==> src/hdl/gb5_pkg.sv <==
// ----------------------------------------------------------------------------
// gb5_pkg
// Shared types and constants of the 5x5 Gaussian blur: kernel weights,
// divide-by-273 reciprocal, register indexes and the result beat type.
// ----------------------------------------------------------------------------
package gb5_pkg;

	localparam int unsigned PIX_W      = 8;
	localparam int unsigned CFG_W      = 12;
	localparam int unsigned CFG_IDX_W  = 4;
	localparam int unsigned H_W        = 12;
	localparam int unsigned ROW_W      = 11;
	localparam int unsigned MAX_HEIGHT = 2048;
	localparam int unsigned OUTQ_DEPTH = 8;

	localparam logic [CFG_IDX_W-1:0] REG_IMAGE_WIDTH  = 4'd0;
	localparam logic [CFG_IDX_W-1:0] REG_IMAGE_HEIGHT = 4'd1;

	localparam int unsigned WGT_W  = 6;
	localparam int unsigned RSUM_W = 15;
	localparam int unsigned SUM_W  = 17;

	localparam logic [WGT_W-1:0] KW [5][5] = '{
		'{6'd1, 6'd4,  6'd7,  6'd4,  6'd1},
		'{6'd4, 6'd16, 6'd26, 6'd16, 6'd4},
		'{6'd7, 6'd26, 6'd41, 6'd26, 6'd7},
		'{6'd4, 6'd16, 6'd26, 6'd16, 6'd4},
		'{6'd1, 6'd4,  6'd7,  6'd4,  6'd1}
	};

	// floor(x / 273) = (x * DIV_RECIP) >> DIV_SHIFT for every x below 2^17
	localparam int unsigned RECIP_W   = 18;
	localparam int unsigned DIV_SHIFT = 26;
	localparam logic [RECIP_W-1:0] DIV_RECIP = 18'd245821;

	typedef struct packed {
		logic [PIX_W-1:0] pixel;
		logic             last;
	} res_t;

endpackage

==> src/hdl/gb5_outq.sv <==
// ----------------------------------------------------------------------------
// gb5_outq
// Result queue between the blur pipeline and the output channel. The
// pipeline pushes without backpressure; the top level keeps it from filling.
// ----------------------------------------------------------------------------
module gb5_outq #(
	parameter int unsigned DEPTH = 8
) (
	input  logic          clk,
	input  logic          arst_n,
	input  logic          push,
	input  gb5_pkg::res_t push_data,
	output logic          valid,
	input  logic          ready,
	output gb5_pkg::res_t data
);
	import gb5_pkg::*;

	localparam int unsigned PW = (DEPTH > 1) ? $clog2(DEPTH) : 1;
	localparam int unsigned CW = $clog2(DEPTH + 1);

	res_t           ent_q [DEPTH];
	logic [PW-1:0]  head_q;
	logic [PW-1:0]  tail_q;
	logic [CW-1:0]  count_q;
	logic           pop;

	assign valid = (count_q != '0);
	assign pop   = valid && ready;
	assign data  = ent_q[head_q];

	always_ff @(posedge clk) begin
		if (push) begin
			ent_q[tail_q] <= push_data;
		end
	end

	always_ff @(posedge clk or negedge arst_n) begin
		if (!arst_n) begin
			head_q  <= '0;
			tail_q  <= '0;
			count_q <= '0;
		end else begin
			if (push) begin
				tail_q <= (tail_q == PW'(DEPTH - 1)) ? '0 : tail_q + PW'(1);
			end
			if (pop) begin
				head_q <= (head_q == PW'(DEPTH - 1)) ? '0 : head_q + PW'(1);
			end
			case ({push, pop})
				2'b10:   count_q <= count_q + CW'(1);
				2'b01:   count_q <= count_q - CW'(1);
				default: count_q <= count_q;
			endcase
		end
	end

endmodule

==> config.mk <==
export PLATFORM = sky130hd
export DESIGN_NAME = gb5_outq
export DESIGN_NICKNAME = d
export VERILOG_FILES = /design/src/hdl/gb5_pkg.sv /design/src/hdl/gb5_outq.sv
export SDC_FILE = /design/constraint.sdc
export NUM_CORES = 1
export LEC_CHECK = 0
export ABC_AREA = 1
export BUFFER_PORTS_ARGS = -buffer_cell sky130_fd_sc_hd__buf_2
export CAP_MARGIN = 5
export CORE_AREA = 2 2 79 81
export DETAILED_ROUTE_END_ITERATION = 6
export DIE_AREA = 0 0 81 83
export GPL_TIMING_DRIVEN = 0
export PLACE_DENSITY = 0.78
export SETUP_SLACK_MARGIN = 0.5
export SKIP_CTS_REPAIR_TIMING = 1
export SLEW_MARGIN = 5
export SYNTH_ARGS = -nofsm -noshare
export SYNTH_HDL_FRONTEND = slang
export SYNTH_SLANG_ARGS = --single-unit
export TNS_END_PERCENT = 10
==> constraint.sdc <==
create_clock -name clk -period 2.7 [get_ports clk]
set_clock_uncertainty 0.1 [all_clocks]
set_input_delay 0.27 -clock clk [delete_from_list [all_inputs] [get_ports clk]]
set_output_delay 0.27 -clock clk [all_outputs]
set_load 0.05 [all_outputs]
Yosys cells after proc, flatten, opt, wreduce, memory -nomap -nowiden:

Memories as Yosys holds them, arrays and structs flattened.
Index checks and enable logic that the tools add are counted.

* register bits: 10
* bits in latches: 0
* memory bits (writable): 72
* ROM bits: 0
* input bits: 13
* output and inout port bits: 10
* word-level logic and storage cells: 20
* memories: 1

* $add $sub $neg: 4
* $mul: 0
* divide/modulo/power cells: 0
* order comparisons: 0
* equality and inequality tests: 4
* shift operators: 0
* mux-type cells: 5
* bitwise logic cells: 0
* reductions and logical operators: 3

Memories
* ent_q: words 8, bits a word 9, read ports 1, clocked after Yosys merged registers in 0, write ports 1, line gb5_outq.sv:22 `res_t ent_q [DEPTH];`

Operators with widths (number)
* $pmux W4 S2: 1
* $add A3 B1 Y3 const B: 2
* $eq A3 B3 Y1 const B: 2
* $mux W3: 2
* $add A4 B1 Y4 const B: 1
* $reduce_bool A4 Y1: 1
* $sub A4 B1 Y4 const B: 1
* $eq A2 B1 Y1 const B: 1
* $eq A2 B2 Y1 const B: 1
* $mux W1: 2
* $reduce_bool A2 Y1: 1
* $logic_and A1 B1 Y1: 1

Longest topological paths before layout:

Gate-level depths: netlist of run 1.

* depth in word-level cells: 4
* mapped depth: 13
* depth with buffers taken out: 13

Worst setup path before layout of run 1:

Ideal clock, no wire load.

* kind: register -> register
* from: reg count_q[0]
* to: reg count_q[2]
* setup time: 129 ps
* arrival time: 1943 ps
* required time: 2471 ps
* slack: 528 ps
* cell stages (with the launch flop): 12
* path buffers: 0
* clock period less this slack: 2172 ps
* path through: dfrtp_1 nor2_1 nand2_1 nand2_1 inv_1 ha_1 nor2_1 nor2_1 ha_1 a21oi_1 xor2_1 o21ai_0

* word-level cells in the longest chain between the ends: 4
* elaborated cells between the ends (all ways): 8
* those cells by class: add/sub (2); eq/ne (2); mux (1); reduce/logical (3)

RTL lines
* from (decl): line gb5_outq.sv:25 `logic [CW-1:0] count_q;`
* from (signal assigned): line gb5_outq.sv:51 `2'b10: count_q <= count_q + CW'(1);`
* from (signal assigned): line gb5_outq.sv:52 `2'b01: count_q <= count_q - CW'(1);`
* from (signal assigned): line gb5_outq.sv:53 `default: count_q <= count_q;`
* $reduce_bool A4 Y1 *: line gb5_outq.sv:28 `assign valid = (count_q != '0);`
* net valid: line gb5_outq.sv:13 `output logic valid,`
* $logic_and A1 B1 Y1 *: line gb5_outq.sv:29 `assign pop = valid && ready;`
* $eq A2 B1 Y1 or $eq A2 B2 Y1 (tied branches): line gb5_outq.sv:50 `case ({push, pop})`
* $pmux W4 S2 or $reduce_bool A2 Y1 (tied branches)

The timed path passes the listed nets; every way through them passes the cells marked *.
A chain may end at the register's enable or synchronous reset.

==> results of run 1 <==
path summary, 6_finish.rpt:
kind                            start         end  slack, ps  cells after the start
setup reg to reg           count_q[2]  count_q[2]        660                     12
min in group asynchronous      arst_n   head_q[2]        210                      2
hold reg to reg            count_q[0]  count_q[0]        440                      1
hold / removal                  ready   head_q[1]         70                      4
max in group asynchronous      arst_n   head_q[0]       2080                      2
setup / recovery            head_q[0]     data[5]        550                      7
flip-flops by register name, indices dropped and copies added (netlist names):
signal and count:
ent_q 72, count_q 4, head_q 3, tail_q 3
placed cells by master (no fill, tap or decap):
cell,count
dfrtp_2,1
ha_1,6
xor2_1,1
nand3_1,3
ha_2,1
clkbuf_8,9
nor2_1,67
a21oi_1,1
buf_6,4
dfrtp_1,9
buf_12,1
nor2_2,1
dlygate4sd3_1,1
xnor2_1,2
o21ai_1,27
clkinv_2,6
clkinv_1,1
inv_4,1
buf_8,1
nand2_1,53
buf_4,9
edfxtp_1,72
clkbuf_4,5
nand2_2,1
inv_1,10
bufinv_16,1
buf_2,14
o21a_1,1
o21ai_0,33
worst max-delay path, delay by kind of cell (launching register included):
| kind | cells | cell delay [ps] |
|---|---|---|
| and+or+nand+nor | 2 | 170 |
| AOI/OAI and AO/OA | 2 | 230 |
| DFF | 1 | 420 |
| buffers and inverters | 3 | 620 |
power groups by stage:
stage | clock network (mW) | registers (mW) | logic, mW
final | 0.855 | 1.69 | 2.09
after global routing | 0.916 | 1.71 | 2.30
after CTS | 0.852 | 1.69 | 1.98
after detailed placement | 0 | 1.71 | 1.98
after global placement | 0 | 1.70 | 1.93
after floorplan | 0 | 1.69 | 1.47
through the flow:
step | power [mW] | utilization, %
6_report | 4.639 | 67.25
5_1_grt | 4.919 | 67.25
4_1_cts | 4.522 | 66.20
3_5_place_dp | 3.691 | 63.04
3_3_place_gp | 3.629 | 63.04
2_1_floorplan | 3.160 | -
routing by layer:
layer	wire [um]	track usage (%)
met5	0	0
met4	104	8.783
met3	365	3.696
met2	3495	36.59
met1	3092	30.48
cells by family after synthesis:
family          Yosys count  share of synthesized area, %
simple gates            125                         13.66
flops                    82                         69.68
compound gates           62                         9.035
buf+inv                  24                         4.336
fa+ha+maj                 7                         2.530
xor+xnor                  3                        0.7591
final cells by class:
cell class                      count  area [sq um]  share of cell area (%)
Tap cell                           75         93.84                   2.399
Inverter                           12         47.55                   1.216
Sequential cell                    82          2414                   61.71
Multi-Input combinational cell    197         907.1                   23.19
Buffer                             12         117.6                   3.007
Clock inverter                      7         60.06                   1.536
Timing Repair Buffer               23         147.6                   3.775
Clock buffer                        9         123.9                   3.167
==> impl_metrics.toml, run 1 <==
[floorplanning]
die_area_sq_mm = 0.006723
die_height_um = 83
core-area_sq_mm = 0.005816
ios = 23
die_w_um = 81
start_util_pct = 59.53
num_rows = 28

[finish]
final_nets = 357
fin_cells = 417
design_area_sq_mm = 0.003911
diodes = 0
fill_cells = 435
areaGrowthSynthToFinish_pct = 12.97
drive_gt1_share_pct = 16.08

[clock_tree]
clk_latency_ps = 350
cts_inserted_buffers = 9
ctsLongestPathBuffers = 2
cts_tree = "done"
cts-root-buf = "clkbuf_8"
cts_sinks = 82
htreeDepth = 3
clk_pin_slew_ps = 80

[logic_synthesis]
synth_common_cells = "edfxtp_1, nor2_1, nand2_1"
syn_area_sq_mm = 0.003462
syn_avg_cell_area_sq_um = 11.43
yosysTopAreaCell = "edfxtp_1"
synth_most_common_cell = "edfxtp_1"
synth_top_area_share_pct = 62.45
ys_top_cells_by_area = "edfxtp_1, nor2_1, dfrtp_1"
seq_area_frac_synth_pct = 69.68
synthArstFlopShare_pct = 12.20
ys_ff_latch = 82
synth_edf_count = 72
syn_nets = 323
ys_types = 21
synth_flop_cell = "edfxtp_1"
yosysWarnings = 0
synthCells = 303

[setup_path]
path_class = "reg2out"
max_stage_delay_ps = 420
worstPathRequired_ps = 2330
cp-start-kind = "flop"
end_kind = "output port"
cp.arrival_ps = 1780
crit_chain = "buf_6 > buf_4 > o21ai_0 > o21ai_1 > nand2_1 > nand2_1 > buf_2"
cpMaxStageDelayCell = "dfrtp_2"
worstPathMaxFanout = 10
cp_common_cell = "nand2_1"

[power]
clockPowerShare_pct = 18.4
power_density_mw_per_mm2 = 1186
pwr-share-seq_pct = 36.5
leakage_nw = 1.515
internal_power_mw = 2.683
ir_drop_v = 0.0008458
comb_power_share_pct = 45.1
p_sw_mw = 1.955
switching_share_pct = 42.16

[placed_design]
placed_cell_area_sq_mm = 0.003666
place_ws_ps = 686.2
hpwl_mm = 4.681
io_buffers = 22
dp_cells = 400
gp_congestion = 0.8185

[grt]
antenna_found_initial = 0
grt_pass1_wl_mm = 10.98
grt_pass1_vias = 2192
grt_remaining_overflow = 0
grt_max_degree = 14
grt_use_total_pct = 22.57

[job]
maxCapViolCount = 0

[sta]
rsz0062_at_grt = "yes"
setup_violations = 0
worst_pin_slew_ps = 929.9
hold_ws_ps = 74.07
maxSlewHeadroom_pct = 37.78
hold_viol_final = 0
setup_tns_ps = 0
fmax_mhz = 464.6
fin_crit_ps = 2152
period_share_pct = 79.71
fin_ws_ps = 547.8
maxSlewViolCount = 0

[min_path]
hold_class = "in2reg"

[run_status]
status = "complete, no violations"

[drt]
drtIter0Drc = 239
vias = 2293
wl_per_cell_um = 16.93
dr.pass1.iters = 5
totalWireLength_mm = 7.058
vias_per_cell = 5.499
final_antenna_net_count = 0
drc = 0
No activity file was read; power rests on OpenSTA's default activity.
==> run 2: changes to the inputs <==
- ABC_AREA: 1 -> 0
- CORE_AREA: 2 2 79 81 -> 2 2 83 85
- DIE_AREA: 0 0 81 83 -> 0 0 85 87
- PLACE_DENSITY: 0.78 -> 0.73
- clock period: 2.7 -> 1.8 ns (I/O delays scaled with it)
==> impl_metrics.toml, run 2 <==
[finish]
diodes = 0
areaGrowthSynthToFinish_pct = 21.53
drive_gt1_share_pct = 50.00
reg_top3 = "ent_q x72, count_q x4"
final_nets = 229
fill_cells = 434
top_register = "ent_q"
mostFrequentLayoutCell = "edfxtp_1"
most-common-layout-cells = "edfxtp_1, mux4_2, buf_2, mux2_2, clkbuf_8"
largest_reg_flops = 72
final_core_util_pct = 62.48

[clock_tree]
htreeDepth = 3
clk_latency_ps = 340
cts_sinks = 82
ctsLongestPathBuffers = 2
cts-root-buf = "clkbuf_8"
cts_inserted_buffers = 9
cts_tree = "done"
clk_pin_slew_ps = 80

[setup_path]
worstPathMaxFanout = 8
path_class = "reg2reg"
cp.arrival_ps = 2540
end_kind = "flop"
crit_end = "count_q[3]"
r2r_cells = 8
worstPathRequired_ps = 1960
cp-start-kind = "flop"
ff2ff_setup_slack_ps = -580
worstReg2RegEnd = "count_q[3]"
rr_startpoint = "count_q[1]"
crit_start = "count_q[1]"

[logic_synthesis]
syn_avg_cell_area_sq_um = 20.34
synth_flop_cell = "edfxtp_1"
ys_types = 32
syn_area_sq_mm = 0.003377
ys_ff_latch = 82
synthCells = 166
synth_common_cells = "edfxtp_1, mux2_2, mux4_2"
synthArstFlopShare_pct = 12.20
synth_top_area_share_pct = 64.02
syn_nets = 186
synth_edf_count = 72
seq_area_frac_synth_pct = 71.43
synth_most_common_cell = "edfxtp_1"
yosysTopAreaCell = "edfxtp_1"
ys_top_cells_by_area = "edfxtp_1, dfrtp_1, mux4_2"
yosysWarnings = 0

[power]
leakage_nw = 1.423
power_density_mw_per_mm2 = 1752
ir_drop_v = 0.001315
power_mw = 7.192

[min_path]
hold_class = "in2reg"

[floorplanning]
num_rows = 30
die_area_sq_mm = 0.007395
start_util_pct = 51.41
die_height_um = 87
die_w_um = 85
ios = 23
core-area_sq_mm = 0.006569

[sta]
setup_tns_ps = -5550
hold_viol_final = 18
maxSlewViolCount = 0
hold_ws_ps = -3.281
maxSlewHeadroom_pct = 54.74
fin_crit_ps = 2376
setup_violations = 14
fmax_mhz = 421.0
rsz0062_at_grt = "yes"
fin_ws_ps = -575.5
worst_pin_slew_ps = 678.2
period_share_pct = 132.0

[placed_design]
hpwl_mm = 3.878
place_ws_ps = -722.4
io_buffers = 22
gp_congestion = 0.7818

[grt]
antenna_found_initial = 0
grt_max_degree = 14
grt_use_total_pct = 17.84
grt_pass1_vias = 1735
grt_pass1_wl_mm = 9.246
grt_remaining_overflow = 0

[drt]
drtIter0Drc = 156
vias_per_cell = 5.793
wl_per_cell_um = 21.83
dr.pass1.iters = 4
drc = 0
totalWireLength_mm = 6.419
final_antenna_net_count = 0
vias = 1703

[run_status]
violations = "hold timing, setup timing"
status = "complete, but fails checks"

[job]
maxCapViolCount = 0
-- run 2: area by class of cell --
| type | instances | area [sq um] | area share, % |
|---|---|---|---|
| flip-flops and latches | 82 | 2416 | 58.87 |
| clock inverters | 6 | 57.56 | 1.402 |
| clock buffers | 10 | 127.6 | 3.110 |
| multi-input cells | 74 | 1022 | 24.91 |
| inverters | 4 | 17.52 | 0.4268 |
| well taps | 80 | 100.1 | 2.439 |
| repair buffers | 32 | 284.0 | 6.921 |
| plain buffers | 6 | 78.83 | 1.921 |
-- run 2: worst min-delay path by stage --
stage	start	end	slack, ps	cells after the start
3_5_place_dp	arst_n	count_q[0]	-50	1
4_1_cts	arst_n	count_q[0]	-420	1
5_1_grt	push_data[7]	ent_q[4][7]	1	1
2_1_floorplan	arst_n	count_q[0]	-220	0
3_3_place_gp	arst_n	count_q[1]	-60	1
6_report	push_data[3]	ent_q[2][3]	-3	1
-- run 2: where the power goes --
| part | switching, mW | total (mW) | internal (mW) | leakage [nW] |
|---|---|---|---|---|
| logic | 1.68 | 3.27 | 1.59 | 0.567 |
| clock network | 0.625 | 1.25 | 0.629 | 0.0874 |
| registers | 0.251 | 2.67 | 2.42 | 0.769 |
| total | 2.56 | 7.19 | 4.64 | 1.42 |
-- run 2: worst max-delay path, stage by stage, from the launching register on --
cell,delay [ps]
dfrtp_2,440
or4_4,560
nand2_4,100
inv_4,50
ha_4,210
buf_8,130
or4b_4,470
a21o_1,180
o221ai_2,60
-- run 2: logic make-up after synthesis --
logic type      share of synthesized area, %
flops                                  71.43
mux                                    18.08
simple gates                           3.780
buf+inv                                1.630
compound gates                         1.704
fa+ha+maj                              2.593
xor+xnor                              0.7782
-- run 2: metal layers --
| metal | vias to the layer above | wire length, um | GRT usage (%) |
|---|---|---|---|
| li1 | 759 | - | - |
| met1 | 890 | 2624 | 22.89 |
| met2 | 45 | 3383 | 30.11 |
| met3 | 9 | 329 | 4.360 |
| met4 | 0 | 82 | 6.061 |
| met5 | - | 0 | 0 |
-- run 2: metrics by stage --
step                      cells  area (sq um)
final                       294          4104
after floorplan             166          3400
after global routing        294          4104
after global placement      268          3610
after detailed placement    268          3620
after CTS                   284          3805
==> run 3: changes to the inputs <==
- CORE_AREA: 2 2 83 85 -> 2 2 79 81
- DIE_AREA: 0 0 85 87 -> 0 0 81 83
- PLACE_DENSITY: 0.73 -> 0.77
- SLEW_MARGIN: 5 -> 40
- clock period: 1.8 -> 2.7 ns (I/O delays scaled with it)
==> impl_metrics.toml, run 3 (same netlist as run 2, synthesis figures left out) <==
[run_status]
status = "complete, no violations"

[min_path]
min_to = "ent_q[0][0]"
holdPathStages = 1
hold_start = "push_data[0]"
hold_class = "in2reg"

[placed_design]
placed_cell_area_sq_mm = 0.003649
io_buffers = 22
hpwl_mm = 4.129
place_ws_ps = 209.4
gp_congestion = 0.7375
dp_cells = 265

[finish]
design_area_sq_mm = 0.003958
final_core_util_pct = 68.05
final_nets = 232
mostFrequentLayoutCell = "edfxtp_1"
top_register = "ent_q"
drive_gt1_share_pct = 45.62
diodes = 0
reg_top3 = "ent_q x72, count_q x4"
largest_reg_flops = 72
areaGrowthSynthToFinish_pct = 17.19
fin_cells = 292
most-common-layout-cells = "edfxtp_1, buf_2, mux2_2, mux4_2, buf_4"

[setup_path]
rr_startpoint = "count_q[3]"
cp.arrival_ps = 2670
worstPathMaxFanout = 6
end_kind = "flop"
cp-start-kind = "flop"
r2r_cells = 9
worstReg2RegEnd = "count_q[2]"
worstPathRequired_ps = 2870
path_class = "reg2reg"
crit_start = "count_q[3]"
ff2ff_setup_slack_ps = 200

[clock_tree]
clk_latency_ps = 340
cts-root-buf = "clkbuf_8"
cts_sinks = 82
htreeDepth = 3
cts_inserted_buffers = 9
clk_pin_slew_ps = 80
ctsLongestPathBuffers = 2
cts_tree = "done"

[drt]
wl_per_cell_um = 21.86
totalWireLength_mm = 6.382
vias_per_cell = 5.932
drtIter0Drc = 119
drc = 0
dr.pass1.iters = 4
final_antenna_net_count = 0
vias = 1732

[floorplanning]
start_util_pct = 58.07
num_rows = 28
die_area_sq_mm = 0.006723
core-area_sq_mm = 0.005816
die_w_um = 81
ios = 23
die_height_um = 83

[power]
leakage_nw = 1.400
power_density_mw_per_mm2 = 1118
ir_drop_v = 0.0006962
power_mw = 4.426

[sta]
rsz0062_at_grt = "yes"
fmax_mhz = 400.5
period_share_pct = 92.48
worst_pin_slew_ps = 698.5
fin_crit_ps = 2497
setup_violations = 0
hold_ws_ps = 92.54
maxSlewViolCount = 0
fin_ws_ps = 203.0
hold_viol_final = 0
maxSlewHeadroom_pct = 53.44
setup_tns_ps = 0

[grt]
grt_use_total_pct = 20.26
grt_max_degree = 14
grt_pass1_wl_mm = 9.542
grt_remaining_overflow = 0
antenna_found_initial = 0
grt_pass1_vias = 1794

[job]
maxCapViolCount = 0
## run 3: cell count changes in the layout (fill, tap and decap cells not counted), sizes merged
cell,change
clkbuf,-2
buf,+6
clkinv,+1
clkinvlp,-1
dlygate4sd3,-1
## run 3: layout make-up
class                      instances  area, sq um
fill                             408         1858
timing repair buffer              35        207.7
clock inverter                     6        57.56
inverter                           4        17.52
sequential                        82         2416
multi-input combinational         74        964.7
tap                               75        93.84
clock buffer                      10        127.6
buffer                             6        72.57
## run 3: worst max-delay path by stage
stage | end
after floorplan | count_q[3]
after global placement | count_q[2]
after detailed placement | count_q[3]
after CTS | data[1]
after global routing | count_q[2]
final | count_q[2]
## run 3: critical path: stages, from the launching register on
cell and delay, ps:
dfrtp_1 420, or4_4 570, nand2_4 100, inv_4 40, ha_2 200, xor2_1 150
ha_1 170, a21oi_1 210, mux2i_1 310, xnor2_1 150
## run 3: per-layer routing
| layer | global-route usage, % | share of wire, % | up-vias |
|---|---|---|---|
| li1 | - | - | 774 |
| met2 | 33.66 | 53 | 53 |
| met3 | 3.478 | 4.8 | 11 |
| met5 | 0 | 0 | - |
| met4 | 9.707 | 2.1 | 0 |
| met1 | 25.62 | 40 | 894 |
## run 3: power breakdown
part	internal (mW)	switching [mW]
sequential	1.61	0.126
combinational	0.786	1.07
clock	0.421	0.414
